--- config.mk ---
export PLATFORM = sky130hd
export DESIGN_NAME = crc16_stream_checksum
export DESIGN_NICKNAME = d
export VERILOG_FILES = /design/src/rtl/core/crc16s_pkg.sv /design/src/rtl/core/crc16_stream_checksum.sv /design/src/rtl/core/crc16s_in_reg.sv /design/src/rtl/core/crc16s_core.sv /design/src/rtl/core/crc16s_out_reg.sv
export VERILOG_INCLUDE_DIRS = /design/src /design/src/rtl/core
export SDC_FILE = /design/constraint.sdc
export NUM_CORES = 1
export LEC_CHECK = 0
export BUFFER_PORTS_ARGS = -buffer_cell sky130_fd_sc_hd__buf_2
export CORE_MARGIN = 5
export CORE_UTILIZATION = 40
export CTS_BUF_LIST = sky130_fd_sc_hd__clkbuf_8
export DETAILED_ROUTE_END_ITERATION = 8
export GPL_TIMING_DRIVEN = 0
export PLACE_DENSITY_LB_ADDON = 0.1
export SLEW_MARGIN = 40
export SYNTH_ARGS = -nofsm -noshare
export SYNTH_HDL_FRONTEND = slang
export SYNTH_SLANG_ARGS = --single-unit
--- constraint.sdc ---
create_clock -name aclk -period 4.1 [get_ports aclk]
set_clock_uncertainty 0.15 [all_clocks]
set_input_delay 0.41 -clock aclk [delete_from_list [all_inputs] [get_ports aclk]]
set_output_delay 0.41 -clock aclk [all_outputs]
set_load 0.02 [all_outputs]
--- src/rtl/core/crc16_stream_checksum_defines.svh ---
`ifndef CRC16_STREAM_CHECKSUM_DEFINES_SVH
`define CRC16_STREAM_CHECKSUM_DEFINES_SVH

// Same-cycle implication, sampled on aclk and masked while aresetn is low.
`define CRC16S_ASSERT_NOW(label, ante, cons, msg) \
    label: assert property (@(posedge aclk) disable iff (!aresetn) (ante) |-> (cons)) \
        else $error(msg);

// Next-cycle implication, sampled on aclk and masked while aresetn is low.
`define CRC16S_ASSERT_NEXT(label, ante, cons, msg) \
    label: assert property (@(posedge aclk) disable iff (!aresetn) (ante) |=> (cons)) \
        else $error(msg);

`endif

--- src/rtl/core/crc16s_pkg.sv ---
`timescale 1ns / 1ps

package crc16s_pkg;

    localparam logic [15:0] CRC_SEED   = 16'hFFFF;
    localparam logic [15:0] CRC_XOROUT = 16'hFFFF;
    localparam logic [15:0] POLY_RESET = 16'h1021;

    typedef struct packed {
        logic       last;
        logic [7:0] data;
    } item_t;

    // Folds one byte into the register, MSB first, eight shift steps.
    function automatic logic [15:0] crc16s_absorb(input logic [15:0] crc_in,
                                                  input logic [7:0]  data,
                                                  input logic [15:0] poly);
        logic [15:0] crc;
        crc = crc_in ^ {data, 8'h00};
        for (int k = 0; k < 8; k++) begin
            if (crc[15]) begin
                crc = {crc[14:0], 1'b0} ^ poly;
            end else begin
                crc = {crc[14:0], 1'b0};
            end
        end
        return crc;
    endfunction

endpackage

--- src/rtl/core/crc16_stream_checksum.sv ---
// A byte transfer is registered at the input and folded into the CRC as it leaves; a last
// byte loads the checksum into the output register that drives m_tdata.
// Throughput: one byte per cycle; the eight-step byte update sits between two registers.
// A stalled result only holds back the next last byte, not the bytes before it.
// Reset (aresetn low, synchronous): CRC reloads 0xFFFF, polynomial 0x1021, both stages empty.
`timescale 1ns / 1ps
`include "crc16_stream_checksum_defines.svh"

module crc16_stream_checksum
    import crc16s_pkg::*;
(
    input  logic        aclk,
    input  logic        aresetn,
    input  logic        cfg_valid,
    output logic        cfg_ready,
    input  logic [15:0] cfg_data,   // polynomial[15:0]
    input  logic        s_tvalid,
    output logic        s_tready,
    input  logic [7:0]  s_tdata,    // data_byte[7:0]
    input  logic        s_tlast,    // last_byte
    output logic        m_tvalid,
    input  logic        m_tready,
    output logic [15:0] m_tdata     // crc_high[7:0], crc_low[15:8]
);

    logic        item_valid;
    item_t       item;
    logic        consume;
    logic        out_free;
    logic        out_load;
    logic [15:0] crc_result;
    logic [15:0] crc_state;

    // A byte leaves the input register unless it is a last byte facing a full output.
    assign consume  = item_valid && (!item.last || out_free);
    assign out_load = consume && item.last;

    crc16s_in_reg u_in_reg (
        .aclk       (aclk),
        .aresetn    (aresetn),
        .s_tvalid   (s_tvalid),
        .s_tready   (s_tready),
        .s_tdata    (s_tdata),
        .s_tlast    (s_tlast),
        .consume    (consume),
        .item_valid (item_valid),
        .item       (item)
    );

    crc16s_core u_core (
        .aclk       (aclk),
        .aresetn    (aresetn),
        .cfg_valid  (cfg_valid),
        .cfg_ready  (cfg_ready),
        .cfg_data   (cfg_data),
        .consume    (consume),
        .item       (item),
        .crc_result (crc_result),
        .crc_state  (crc_state)
    );

    crc16s_out_reg u_out_reg (
        .aclk       (aclk),
        .aresetn    (aresetn),
        .load       (out_load),
        .crc_result (crc_result),
        .free       (out_free),
        .m_tvalid   (m_tvalid),
        .m_tready   (m_tready),
        .m_tdata    (m_tdata)
    );

    `CRC16S_ASSERT_NEXT(a_seed_after_last, out_load, crc_state == CRC_SEED,
        "CRC not reseeded after last byte")
    `CRC16S_ASSERT_NOW(a_result_needs_last, $rose(m_tvalid), $past(out_load),
        "Result without a last byte")
    `CRC16S_ASSERT_NEXT(a_result_value, out_load,
        m_tvalid && m_tdata == {$past(crc_result[7:0]), $past(crc_result[15:8])},
        "Result does not match folded CRC")

endmodule

--- src/rtl/core/crc16s_in_reg.sv ---
`timescale 1ns / 1ps

module crc16s_in_reg
    import crc16s_pkg::*;
(
    input  logic        aclk,
    input  logic        aresetn,
    input  logic        s_tvalid,
    output logic        s_tready,
    input  logic [7:0]  s_tdata,   // data_byte[7:0]
    input  logic        s_tlast,   // last_byte
    input  logic        consume,
    output logic        item_valid,
    output item_t       item
);

    logic  valid_reg;
    logic  valid_next;
    item_t item_reg;

    assign s_tready   = !valid_reg || consume;
    assign valid_next = s_tready ? s_tvalid : valid_reg;

    always_ff @(posedge aclk) begin
        if (!aresetn) begin
            valid_reg <= 1'b0;
        end else begin
            valid_reg <= valid_next;
        end
    end

    always_ff @(posedge aclk) begin
        if (s_tvalid && s_tready) begin
            item_reg <= '{last: s_tlast, data: s_tdata};
        end
    end

    assign item_valid = valid_reg;
    assign item       = item_reg;

endmodule

--- src/rtl/core/crc16s_core.sv ---
`timescale 1ns / 1ps

module crc16s_core
    import crc16s_pkg::*;
(
    input  logic        aclk,
    input  logic        aresetn,
    input  logic        cfg_valid,
    output logic        cfg_ready,
    input  logic [15:0] cfg_data,
    input  logic        consume,
    input  item_t       item,
    output logic [15:0] crc_result,
    output logic [15:0] crc_state
);

    logic [15:0] poly_reg;
    logic [15:0] crc_reg;
    logic [15:0] crc_next;
    logic [15:0] crc_upd;

    assign cfg_ready = 1'b1;

    always_ff @(posedge aclk) begin
        if (!aresetn) begin
            poly_reg <= POLY_RESET;
        end else if (cfg_valid) begin
            poly_reg <= cfg_data;
        end
    end

    assign crc_upd = crc16s_absorb(crc_reg, item.data, poly_reg);

    // The last byte of a message reloads the seed for the next message.
    always_comb begin
        crc_next = crc_reg;
        if (consume) begin
            crc_next = item.last ? CRC_SEED : crc_upd;
        end
    end

    always_ff @(posedge aclk) begin
        if (!aresetn) begin
            crc_reg <= CRC_SEED;
        end else begin
            crc_reg <= crc_next;
        end
    end

    assign crc_result = crc_upd ^ CRC_XOROUT;
    assign crc_state  = crc_reg;

endmodule

--- src/rtl/core/crc16s_out_reg.sv ---
`timescale 1ns / 1ps

module crc16s_out_reg
    import crc16s_pkg::*;
(
    input  logic        aclk,
    input  logic        aresetn,
    input  logic        load,
    input  logic [15:0] crc_result,
    output logic        free,
    output logic        m_tvalid,
    input  logic        m_tready,
    output logic [15:0] m_tdata    // crc_high[7:0], crc_low[15:8]
);

    logic        valid_reg;
    logic        valid_next;
    logic [15:0] data_reg;

    assign free = !valid_reg || m_tready;

    always_comb begin
        valid_next = valid_reg;
        if (load) begin
            valid_next = 1'b1;
        end else if (m_tready) begin
            valid_next = 1'b0;
        end
    end

    always_ff @(posedge aclk) begin
        if (!aresetn) begin
            valid_reg <= 1'b0;
        end else begin
            valid_reg <= valid_next;
        end
    end

    always_ff @(posedge aclk) begin
        if (load) begin
            data_reg <= {crc_result[7:0], crc_result[15:8]};
        end
    end

    assign m_tvalid = valid_reg;
    assign m_tdata  = data_reg;

endmodule
# Word-level counts from Yosys, hierarchy flattened
# Index checks and enable logic that the tools add are counted.
[totals]
memories = 0
ram_bits = 0
elab_cells = 38
out_inout_bits = 19
rom_bits = 0
register_bits = 59
latchBits = 0
input_bits = 30
[op_classes]
div_mod_pow = 0
magnitude_cmp = 0
eq_ne = 0
muxes = 11
bitwise = 10
n_addsub = 0
shift = 0
n_mul = 0
reduce_logical = 10
[op_table]
columns = ["op", "count"]
rows = [
  ["two-way mux 16 bit", 9],
  ["XOR 16 bit", 9],
  ["inverter 16 bit", 1],
  ["logical AND 1 bit", 3],
  ["logical NOT 1 bit", 3],
  ["logical OR 1 bit", 3],
  ["two-way mux 1 bit", 2],
  ["nonzero test 2 bit", 1],
]

# Longest topological paths before layout
# Gate-level depths: netlist of run 1.
[depth]
depth_word = 18
mapped_depth = 15
mapped_depth_nobuf = 12

# Modules after synthesis
# A second synthesis of run 1 with hierarchy kept.
[hier_totals]
hier_cells = 497
hier_area_um2 = 4441.8
[modules_own_cells]
columns = ["module", "area_each_um2", "cells_each", "instances"]
rows = [
  ["crc16s_core", 3565.9, 460, 1],
  ["crc16s_out_reg", 529.3, 20, 1],
  ["crc16s_in_reg", 327.8, 14, 1],
  ["crc16_stream_checksum", 18.8, 3, 1],
]

# Least setup slack after synthesis of run 1
# Ideal clock, no wire load.
[synth_path]
kind = "register -> register"
from = "reg u_in_reg.item_reg, in the netlist u_in_reg.item[7]"
to = "reg u_out_reg.data_reg[11], in the netlist u_out_reg.m_tdata[11], data pin"
setup_time_ns = 0.262
t_required_ns = 3.688
setup_slack_ns = 0.271
n_path_buf = 2
arrival_ns = 3.417
period_less_slack_ns = 3.829
stages_incl_launch_ff = 14
path_cell_list = "edfxtp_1 > xnor2_2 > buf_4 > o22ai_1 > and3_1 > o311a_1 > a211oi_4 > mux2i_1 > xnor2_2 > xnor2_1 > buf_6 > nand2_1 > xnor3_1 > xor2_1"
[synth_via]
elab_chain_cells = 16
word_cells_on_any_way = 17
cone_classes = "mux (8); bitwise (9)"
[synth_rtl]
columns = ["item", "line", "text"]
rows = [
  ["start: declaration", "crc16s_in_reg.sv:19", "item_t item_reg;"],
  ["start signal: assignment", "crc16s_in_reg.sv:34", "item_reg <= '{last: s_tlast, data: s_tdata};"],
  ["XOR 16 bit *", "crc16s_pkg.sv:19", "crc = crc_in ^ {data, 8'h00};"],
  ["two-way mux 16 bit *", "crc16s_pkg.sv:21", "if (crc[15]) begin"],
  ["XOR 16 bit", "crc16s_pkg.sv:22", "crc = {crc[14:0], 1'b0} ^ poly;"],
  ["two-way mux 16 bit *", "crc16s_pkg.sv:21", ""],
  ["XOR 16 bit", "crc16s_pkg.sv:22", ""],
  ["two-way mux 16 bit *", "crc16s_pkg.sv:21", ""],
  ["XOR 16 bit", "crc16s_pkg.sv:22", ""],
  ["two-way mux 16 bit * (2 in series)", "crc16s_pkg.sv:21", ""],
  ["XOR 16 bit / two-way mux 16 bit (equally long branches)", "crc16s_pkg.sv:22, crc16s_pkg.sv:21", ""],
  ["two-way mux 16 bit *", "crc16s_pkg.sv:21", ""],
  ["XOR 16 bit / two-way mux 16 bit (equally long branches)", "crc16s_pkg.sv:22, crc16s_pkg.sv:21", ""],
  ["two-way mux 16 bit *", "crc16s_pkg.sv:21", ""],
  ["XOR 16 bit / two-way mux 16 bit (equally long branches)", "crc16s_pkg.sv:22, crc16s_pkg.sv:21", ""],
  ["two-way mux 16 bit *", "crc16s_pkg.sv:21", ""],
  ["inverter 16 bit (no source line) *", "--", ""],
  ["via crc_result[3]", "crc16_stream_checksum.sv:31", "logic [15:0] crc_result;"],
  ["end signal: assignment", "crc16s_out_reg.sv:41", "data_reg <= {crc_result[7:0], crc_result[15:8]};"],
  ["end: declaration", "crc16s_out_reg.sv:18", "logic [15:0] data_reg;"],
]
# The timed path passes the listed nets; every way through them passes the cells marked *.
# A chain may end at the register's enable or synchronous reset.

# Worst setup path in the final report of run 1
[layout_path]
from = "reg u_in_reg.item_reg, in the netlist u_in_reg.item[5]"
to = "reg u_out_reg.data_reg[11], in the netlist u_out_reg.m_tdata[11], data pin"
[layout_via]
elab_chain_cells = 16
word_cells_on_any_way = 17
cone_classes = "mux (8); bitwise (9)"
[layout_rtl]
columns = ["item", "line"]
rows = [
  ["XOR 16 bit *", "crc16s_pkg.sv:19"],
  ["XOR 16 bit", "crc16s_pkg.sv:22"],
  ["two-way mux 16 bit *", "crc16s_pkg.sv:21"],
  ["XOR 16 bit", "crc16s_pkg.sv:22"],
  ["two-way mux 16 bit * (2 in series)", "crc16s_pkg.sv:21"],
  ["XOR 16 bit", "crc16s_pkg.sv:22"],
  ["two-way mux 16 bit * (2 in series)", "crc16s_pkg.sv:21"],
  ["XOR 16 bit / two-way mux 16 bit (equally long branches)", "crc16s_pkg.sv:22, crc16s_pkg.sv:21"],
  ["two-way mux 16 bit *", "crc16s_pkg.sv:21"],
  ["XOR 16 bit / two-way mux 16 bit (equally long branches)", "crc16s_pkg.sv:22, crc16s_pkg.sv:21"],
  ["two-way mux 16 bit *", "crc16s_pkg.sv:21"],
  ["XOR 16 bit / two-way mux 16 bit (equally long branches)", "crc16s_pkg.sv:22, crc16s_pkg.sv:21"],
  ["two-way mux 16 bit *", "crc16s_pkg.sv:21"],
  ["inverter 16 bit (no source line) *", "--"],
  ["via crc_result[3]", "crc16_stream_checksum.sv:31"],
]
# Marks and branches as above.

==> results of run 1 <==
## Yosys cell counts, drive strengths merged (8+ instances only)
cell      n  area [um^2]
nand2   114          428
xnor2    82          756
dfxtp    34          681
clkbuf   32          121
a21oi    28          140
edfxtp   25          751
o21ai    21          113
mux2i    18          180
nor2b    16          100
xnor3    16          362
nand3    14         70.1
xor2     14          130
nor3     13         70.1
buf      11         65.1
nor2      9         33.8
inv       8         30.0
or3b      8         70.1
## logic make-up (layout without fill, tap and decap cells)
| logic type | Yosys count | count (layout) | share of synthesized area (%) |
|---|---|---|---|
| other cells | 1 | 1 | 0.0825 |
| xor+xnor | 112 | 112 | 27.4 |
| compound gates | 78 | 78 | 10.9 |
| simple gates | 198 | 198 | 20.6 |
| mux | 21 | 21 | 4.70 |
| flops | 59 | 59 | 31.5 |
| buf+inv | 52 | 128 | 4.84 |
## repair_timing
action	in CTS	in global routing
pin swaps	4	14
setup endpoints to repair	32	32
endpoints found under the hold margin	0	0
gates resized for setup	13	59
buffers inserted	6	11
## metrics by stage
step	std cells	utilization, %	setup TNS [ps]	total power (W)
4_1_cts	731	46.6	0	0.00339
5_1_grt	740	49.9	-751	0.00390
2_1_floorplan	521	-	0	0.00233
3_3_place_gp	710	44.0	-10460	0.00277
3_5_place_dp	710	44.0	-9900	0.00277
6_report	740	49.9	0	0.00368
## routing by layer
layer  up-vias  share of wire [%]  global-route usage [%]
li1       1904                  -                       -
met1      1837                 47                    27.0
met2       137                 45                    28.8
met3        21                6.3                    4.72
met4         0                1.8                    6.96
met5         -                  0                       0
## power by group through the flow
stage / clock network (W) / registers (W) / logic, W
final: 0.000463 / 0.000810 / 0.00240
after global routing: 0.000512 / 0.000819 / 0.00257
after CTS: 0.000482 / 0.000806 / 0.00211
after detailed placement: 0 / 0.000815 / 0.00196
after global placement: 0 / 0.000813 / 0.00196
after floorplan: 0 / 0.000850 / 0.00148
## area by class of cell
| class | count | area, um^2 | area share [%] |
|---|---|---|---|
| buffer | 40 | 199 | 3.53 |
| tap | 143 | 179 | 3.18 |
| timing repair buffer | 63 | 374 | 6.65 |
| clock buffer | 9 | 124 | 2.20 |
| sequential | 59 | 1430 | 25.5 |
| clock inverter | 7 | 45.0 | 0.800 |
| inverter | 9 | 33.8 | 0.600 |
| multi-input combinational | 410 | 3240 | 57.6 |
## worst max-delay path by stage
stage,start,depth (start not counted),to
after floorplan,u_in_reg.item[7]$_DFFE_PP_,13,u_out_reg.m_tdata[11]$_DFFE_PP_
after global placement,u_core.poly_reg[15]$_SDFFE_PN0P_,13,u_out_reg.m_tdata[3]$_DFFE_PP_
after detailed placement,u_core.poly_reg[14]$_SDFFE_PN0P_,15,u_core.crc_state[5]$_SDFFE_PN1P_
after CTS,u_in_reg.item[7]$_DFFE_PP_,13,u_out_reg.m_tdata[14]$_DFFE_PP_
after global routing,u_in_reg.item[7]$_DFFE_PP_,15,u_core.crc_state[2]$_SDFFE_PN1P_
final,u_in_reg.item[5]$_DFFE_PP_,12,u_out_reg.m_tdata[11]$_DFFE_PP_
==> flow_summary.yaml, run 1 <==
status:
  status: "completed"
synth:
  syn_inst: 521
  synth_seq_cells: 59
  yosysSeqAreaShare_pct: 31.5
  synth.avg_cell_area_um2: 8.73
  async_reset_ff_share_pct: 0
  ys_warn_count: 0
  synth_ff_type: "dfxtp_1"
  syn-cell-area_um2: 4550
  synth_nets: 551
  synth_edf_count: 25
  synth.distinct_cells: 60
die:
  fp.dieArea_um2: 13600
  die_y_um: 117
  start_util_pct: 40.3
  rows: 39
  fp.dieW_um: 117
  core-area_um2: 11300
  ios: 49
global_route:
  grt_usage_pct: 19.2
  antenna_found_initial: 0
  grt_pass1_wl_um: 19800
  grt-ovfl-total: 0
  grt_pass1_vias: 3747
  grt_start_max_net_pins: 18
placement:
  placed_area_um2: 4960
  port_buffers: 46
  place_ws_ps: -431
  dpl.hpwl_um: 8960
  gp_congestion: 0.919
critical_path:
  cp_top_family: "simple AND/OR/NAND/NOR gates"
  required_ps: 4050
  cp_slowest_stage_delay_ps: 490
  path_buf_inv: 1
  worstPathCellList: "xnor2_4 -> xnor2_4 -> mux2i_4 -> or3_4 -> nand3_1 -> xnor3_2 -> nor3_2 -> mux2i_4 -> and4_4 -> clkbuf_4 -> or3b_4 -> xor2_2"
  reg2regPathDepth: 12
  cp-start-kind: "flip-flop"
  r2r_end: "u_out_reg.m_tdata[11]$_DFFE_PP_"
  r2r_start: "u_in_reg.item[5]$_DFFE_PP_"
  arrival_ps: 3950
  end_kind: "flip-flop"
  slowest_stage: "edfxtp_1"
  criticalPathCategory: "reg -> reg"
  path_max_fanout: 10
  ff2ff_setup_slack_ps: 100
power:
  ir_worst_vdd_uv: 320
  leakage_nw: 2.29
  seqPwrFrac_pct: 22.0
  clockPowerShare_pct: 12.6
  power_density_nw_per_um2: 653
  p_int_w: 0.00213
  combPwrFrac_pct: 65.4
  p_switching_w: 0.00155
  p_sw_share_pct: 42.2
sta:
  fin_crit_sh_pct: 97.6
  finalMaxSlewViolations: 0
  min_period_ps: 4000
  rsz0062_at_grt: "yes"
  finalSetupViolCount: 0
  worst_slack_ps: 97.3
  finalHoldViolations: 0
  slew_headroom_pct: 55.0
  tightest_slew_ps: 675
  fin_hold_ws_ps: 78.5
  fmax_ghz: 0.250
clocking:
  cts.htree.levels: 3
  tritoncts: "built"
  cts-root-buf: "clkbuf_8"
  cts_sinks: 59
  cts_made_buffers: 9
  insertion_delay_ps: 350
  clockBufferDepth: 2
  cts_hold_buffers: 0
  clkTransAtPathRegs_ps: 70
cells_and_area:
  final_cell_mix: "114 x nand2_1, 59 x xnor2_1, 47 x buf_2"
  design_area_um2: 5630
  drive_gt1_share_pct: 26.6
  fillers: 1067
  area_growth_pct: 23.8
  antenna_cells: 0
  layout_commonest_cell: "nand2_1"
  nNetsFinal: 622
routing:
  wl_um: 12600
  viasPerCell: 5.27
  dr.pass1.iters: 5
  wl_per_cell_um: 17.0
  vias: 3899
  drt-initial-drc-count: 204
  ant_nets: 0
  drc: 0
worst_hold_path:
  hold_end: "u_in_reg.item[4]$_DFFE_PP_"
  hold_depth: 1
  hold_start: "s_tdata[4]"
  hold_path.class: "in -> reg"
job:
  cap_violations: 0
No activity file was read; power rests on OpenSTA's default activity.
==> run 2, diff against run 1 <==
--- a/config.mk
+++ b/config.mk
@@ -6,8 +6,8 @@
 export SDC_FILE = /design/constraint.sdc
 export NUM_CORES = 1
 export LEC_CHECK = 0
-export BUFFER_PORTS_ARGS = -buffer_cell sky130_fd_sc_hd__buf_2
-export CORE_MARGIN = 5
+export BUFFER_PORTS_ARGS = -buffer_cell sky130_fd_sc_hd__buf_4
+export CORE_MARGIN = 4
 export CORE_UTILIZATION = 40
 export CTS_BUF_LIST = sky130_fd_sc_hd__clkbuf_8
 export DETAILED_ROUTE_END_ITERATION = 8
==> run 2 against run 1 <==
Net effect: sequential cell count unchanged; power increased by 16%; critical path depth increased by 2; clock power increased by 21%; non-clock buffer count increased by 5; register-to-register slack got worse by 60 ps; first-iteration DRC count increased by 63%; global-route usage increased by 0.078 points; via count increased by 0.44%; final cell count increased by 0.27%; core utilization increased by 4.3 points; largest power group unchanged.
==> flow_summary.yaml, run 2 (synthesis gave the netlist of run 1 again) <==
status:
  status: "completed"
cells_and_area:
  area_growth_pct: 31.0
  layout_commonest_cell: "nand2_1"
  multi_input_area_um2: 3360
  final_util_pct: 54.2
  nNetsFinal: 627
  final_cell_mix: "114 x nand2_1, 64 x buf_4, 56 x xnor2_1"
  drive_gt1_share_pct: 28.7
  fillers: 1001
  antenna_cells: 0
  seq_area_um2: 1430
critical_path:
  reg2regPathDepth: 14
  r2r_end: "u_out_reg.m_tdata[10]$_DFFE_PP_"
  slowest_stage: "edfxtp_1"
  worstSetupStartpoint: "u_in_reg.item[7]$_DFFE_PP_"
  cp_slowest_stage_delay_ps: 530
  criticalPathCategory: "reg -> reg"
  end_kind: "flip-flop"
  required_ps: 4040
  worstPathCellList: "xnor2_4 -> buf_6 -> o22ai_1 -> and3_1 -> o31ai_2 -> a211oi_4 -> buf_4 -> buf_4 -> o211ai_4 -> mux2_4 -> and4_4 -> buf_8 -> or3b_4 -> xnor2_4"
  path_max_fanout: 6
  arrival_ps: 4000
  ff2ff_setup_slack_ps: 30
  cp-start-kind: "flip-flop"
  r2r_start: "u_in_reg.item[7]$_DFFE_PP_"
sta:
  finalMaxSlewViolations: 0
  tightest_slew_ps: 694
  finalSetupViolCount: 0
  fin_crit_sh_pct: 99.2
  slew_headroom_pct: 53.7
  min_period_ps: 4070
  rsz0062_at_grt: "yes"
  finalHoldViolations: 0
  fmax_ghz: 0.246
clocking:
  cts_hold_buffers: 0
  insertion_delay_ps: 360
  cts_made_buffers: 9
  clockBufferDepth: 2
  cts.htree.levels: 3
  clkTransAtPathRegs_ps: 90
  cts-root-buf: "clkbuf_8"
  tritoncts: "built"
  cts_sinks: 59
die:
  core-area_um2: 11000
  fp.dieArea_um2: 13100
  start_util_pct: 41.4
  ios: 49
  die_y_um: 115
  fp.dieW_um: 115
  rows: 38
power:
  power_density_nw_per_um2: 717
  ir_worst_vdd_uv: 401
  leakage_nw: 2.38
  p_total_w: 0.00427
global_route:
  grt_pass1_vias: 3567
  grt_usage_pct: 19.3
  grt_start_max_net_pins: 18
  grt_pass1_wl_um: 19500
  grt.busiest_layer: "met1"
  grt_use_met1_pct: 29.1
  met2_usage_pct: 28.1
  grt-ovfl-total: 0
  antenna_found_initial: 0
  met3_usage_pct: 3.70
job:
  cap_violations: 0
placement:
  port_buffers: 46
  dpl.hpwl_um: 9010
  gp_congestion: 0.896
worst_hold_path:
  hold_depth: 1
  hold_end: "u_in_reg.item[1]$_DFFE_PP_"
  hold_path.class: "in -> reg"
  hold_start: "s_tdata[1]"
routing:
  ant_nets: 0
  vias: 3916
  drc: 0
  viasPerCell: 5.28
  dr.pass1.iters: 5
  drt-initial-drc-count: 333
  wl_per_cell_um: 17.5
  wl_um: 13000
[run 2: worst max-delay path: cells and delay by family (launching register included)]
family | cells | cell delay [ps]
AND/OR/NAND/NOR | 3 | 850
buffers and inverters | 4 | 620
XOR/XNOR | 2 | 520
flip-flops | 1 | 530
AO/OA/AOI/OAI | 4 | 760
multiplexers | 1 | 360
[run 2: worst max path at each step]
stage,slack [ps],end,depth (start not counted)
6_report,30,u_out_reg.m_tdata[10]$_DFFE_PP_,14
5_1_grt,-70,u_core.crc_state[2]$_SDFFE_PN1P_,14
4_1_cts,9,u_out_reg.m_tdata[10]$_DFFE_PP_,14
3_5_place_dp,-500,u_core.crc_state[5]$_SDFFE_PN1P_,15
3_3_place_gp,-540,u_out_reg.m_tdata[3]$_DFFE_PP_,14
2_1_floorplan,270,u_out_reg.m_tdata[11]$_DFFE_PP_,13
[run 2: layout make-up]
| cell class | count | share of cell area, % |
|---|---|---|
| Inverter | 9 | 0.567 |
| Sequential cell | 59 | 24.1 |
| Clock inverter | 7 | 1.30 |
| Multi-Input combinational cell | 410 | 56.4 |
| Clock buffer | 9 | 2.08 |
| Timing Repair Buffer | 68 | 9.16 |
| Buffer | 40 | 3.49 |
| Tap cell | 140 | 2.94 |
[run 2: power by group]
| group | switching (W) | internal (W) |
|---|---|---|
| Clock | 0.000275 | 0.000285 |
| Sequential | 0.0000515 | 0.000762 |
| Combinational | 0.00141 | 0.00148 |
[run 2: per-stage QoR]
step           TNS, ps  instances  setup slack (ps)  cell area (um^2)  hold WS [ps]
6_report             0        742              33.2              5960          70.2
5_1_grt           -398        742             -67.3              5960          63.0
4_1_cts              0        728              8.87              5420          55.8
3_5_place_dp    -11850        707              -502              5070           336
3_3_place_gp    -13490        707              -538              5070           328
2_1_floorplan        0        521               271              4550           316
[run 2: what timing repair did]
item	in CTS	in global routing
cloned	0	2
resized for setup	18	78
setup endpoints to repair	32	32
buffers inserted	7	13
pin swaps	3	36
[run 2: metal layers]
layer | share of wire, % | vias up
met5 | 0 | -
met4 | 0.75 | 0
met3 | 7.3 | 9
met2 | 45 | 141
met1 | 47 | 1848
li1 | - | 1918
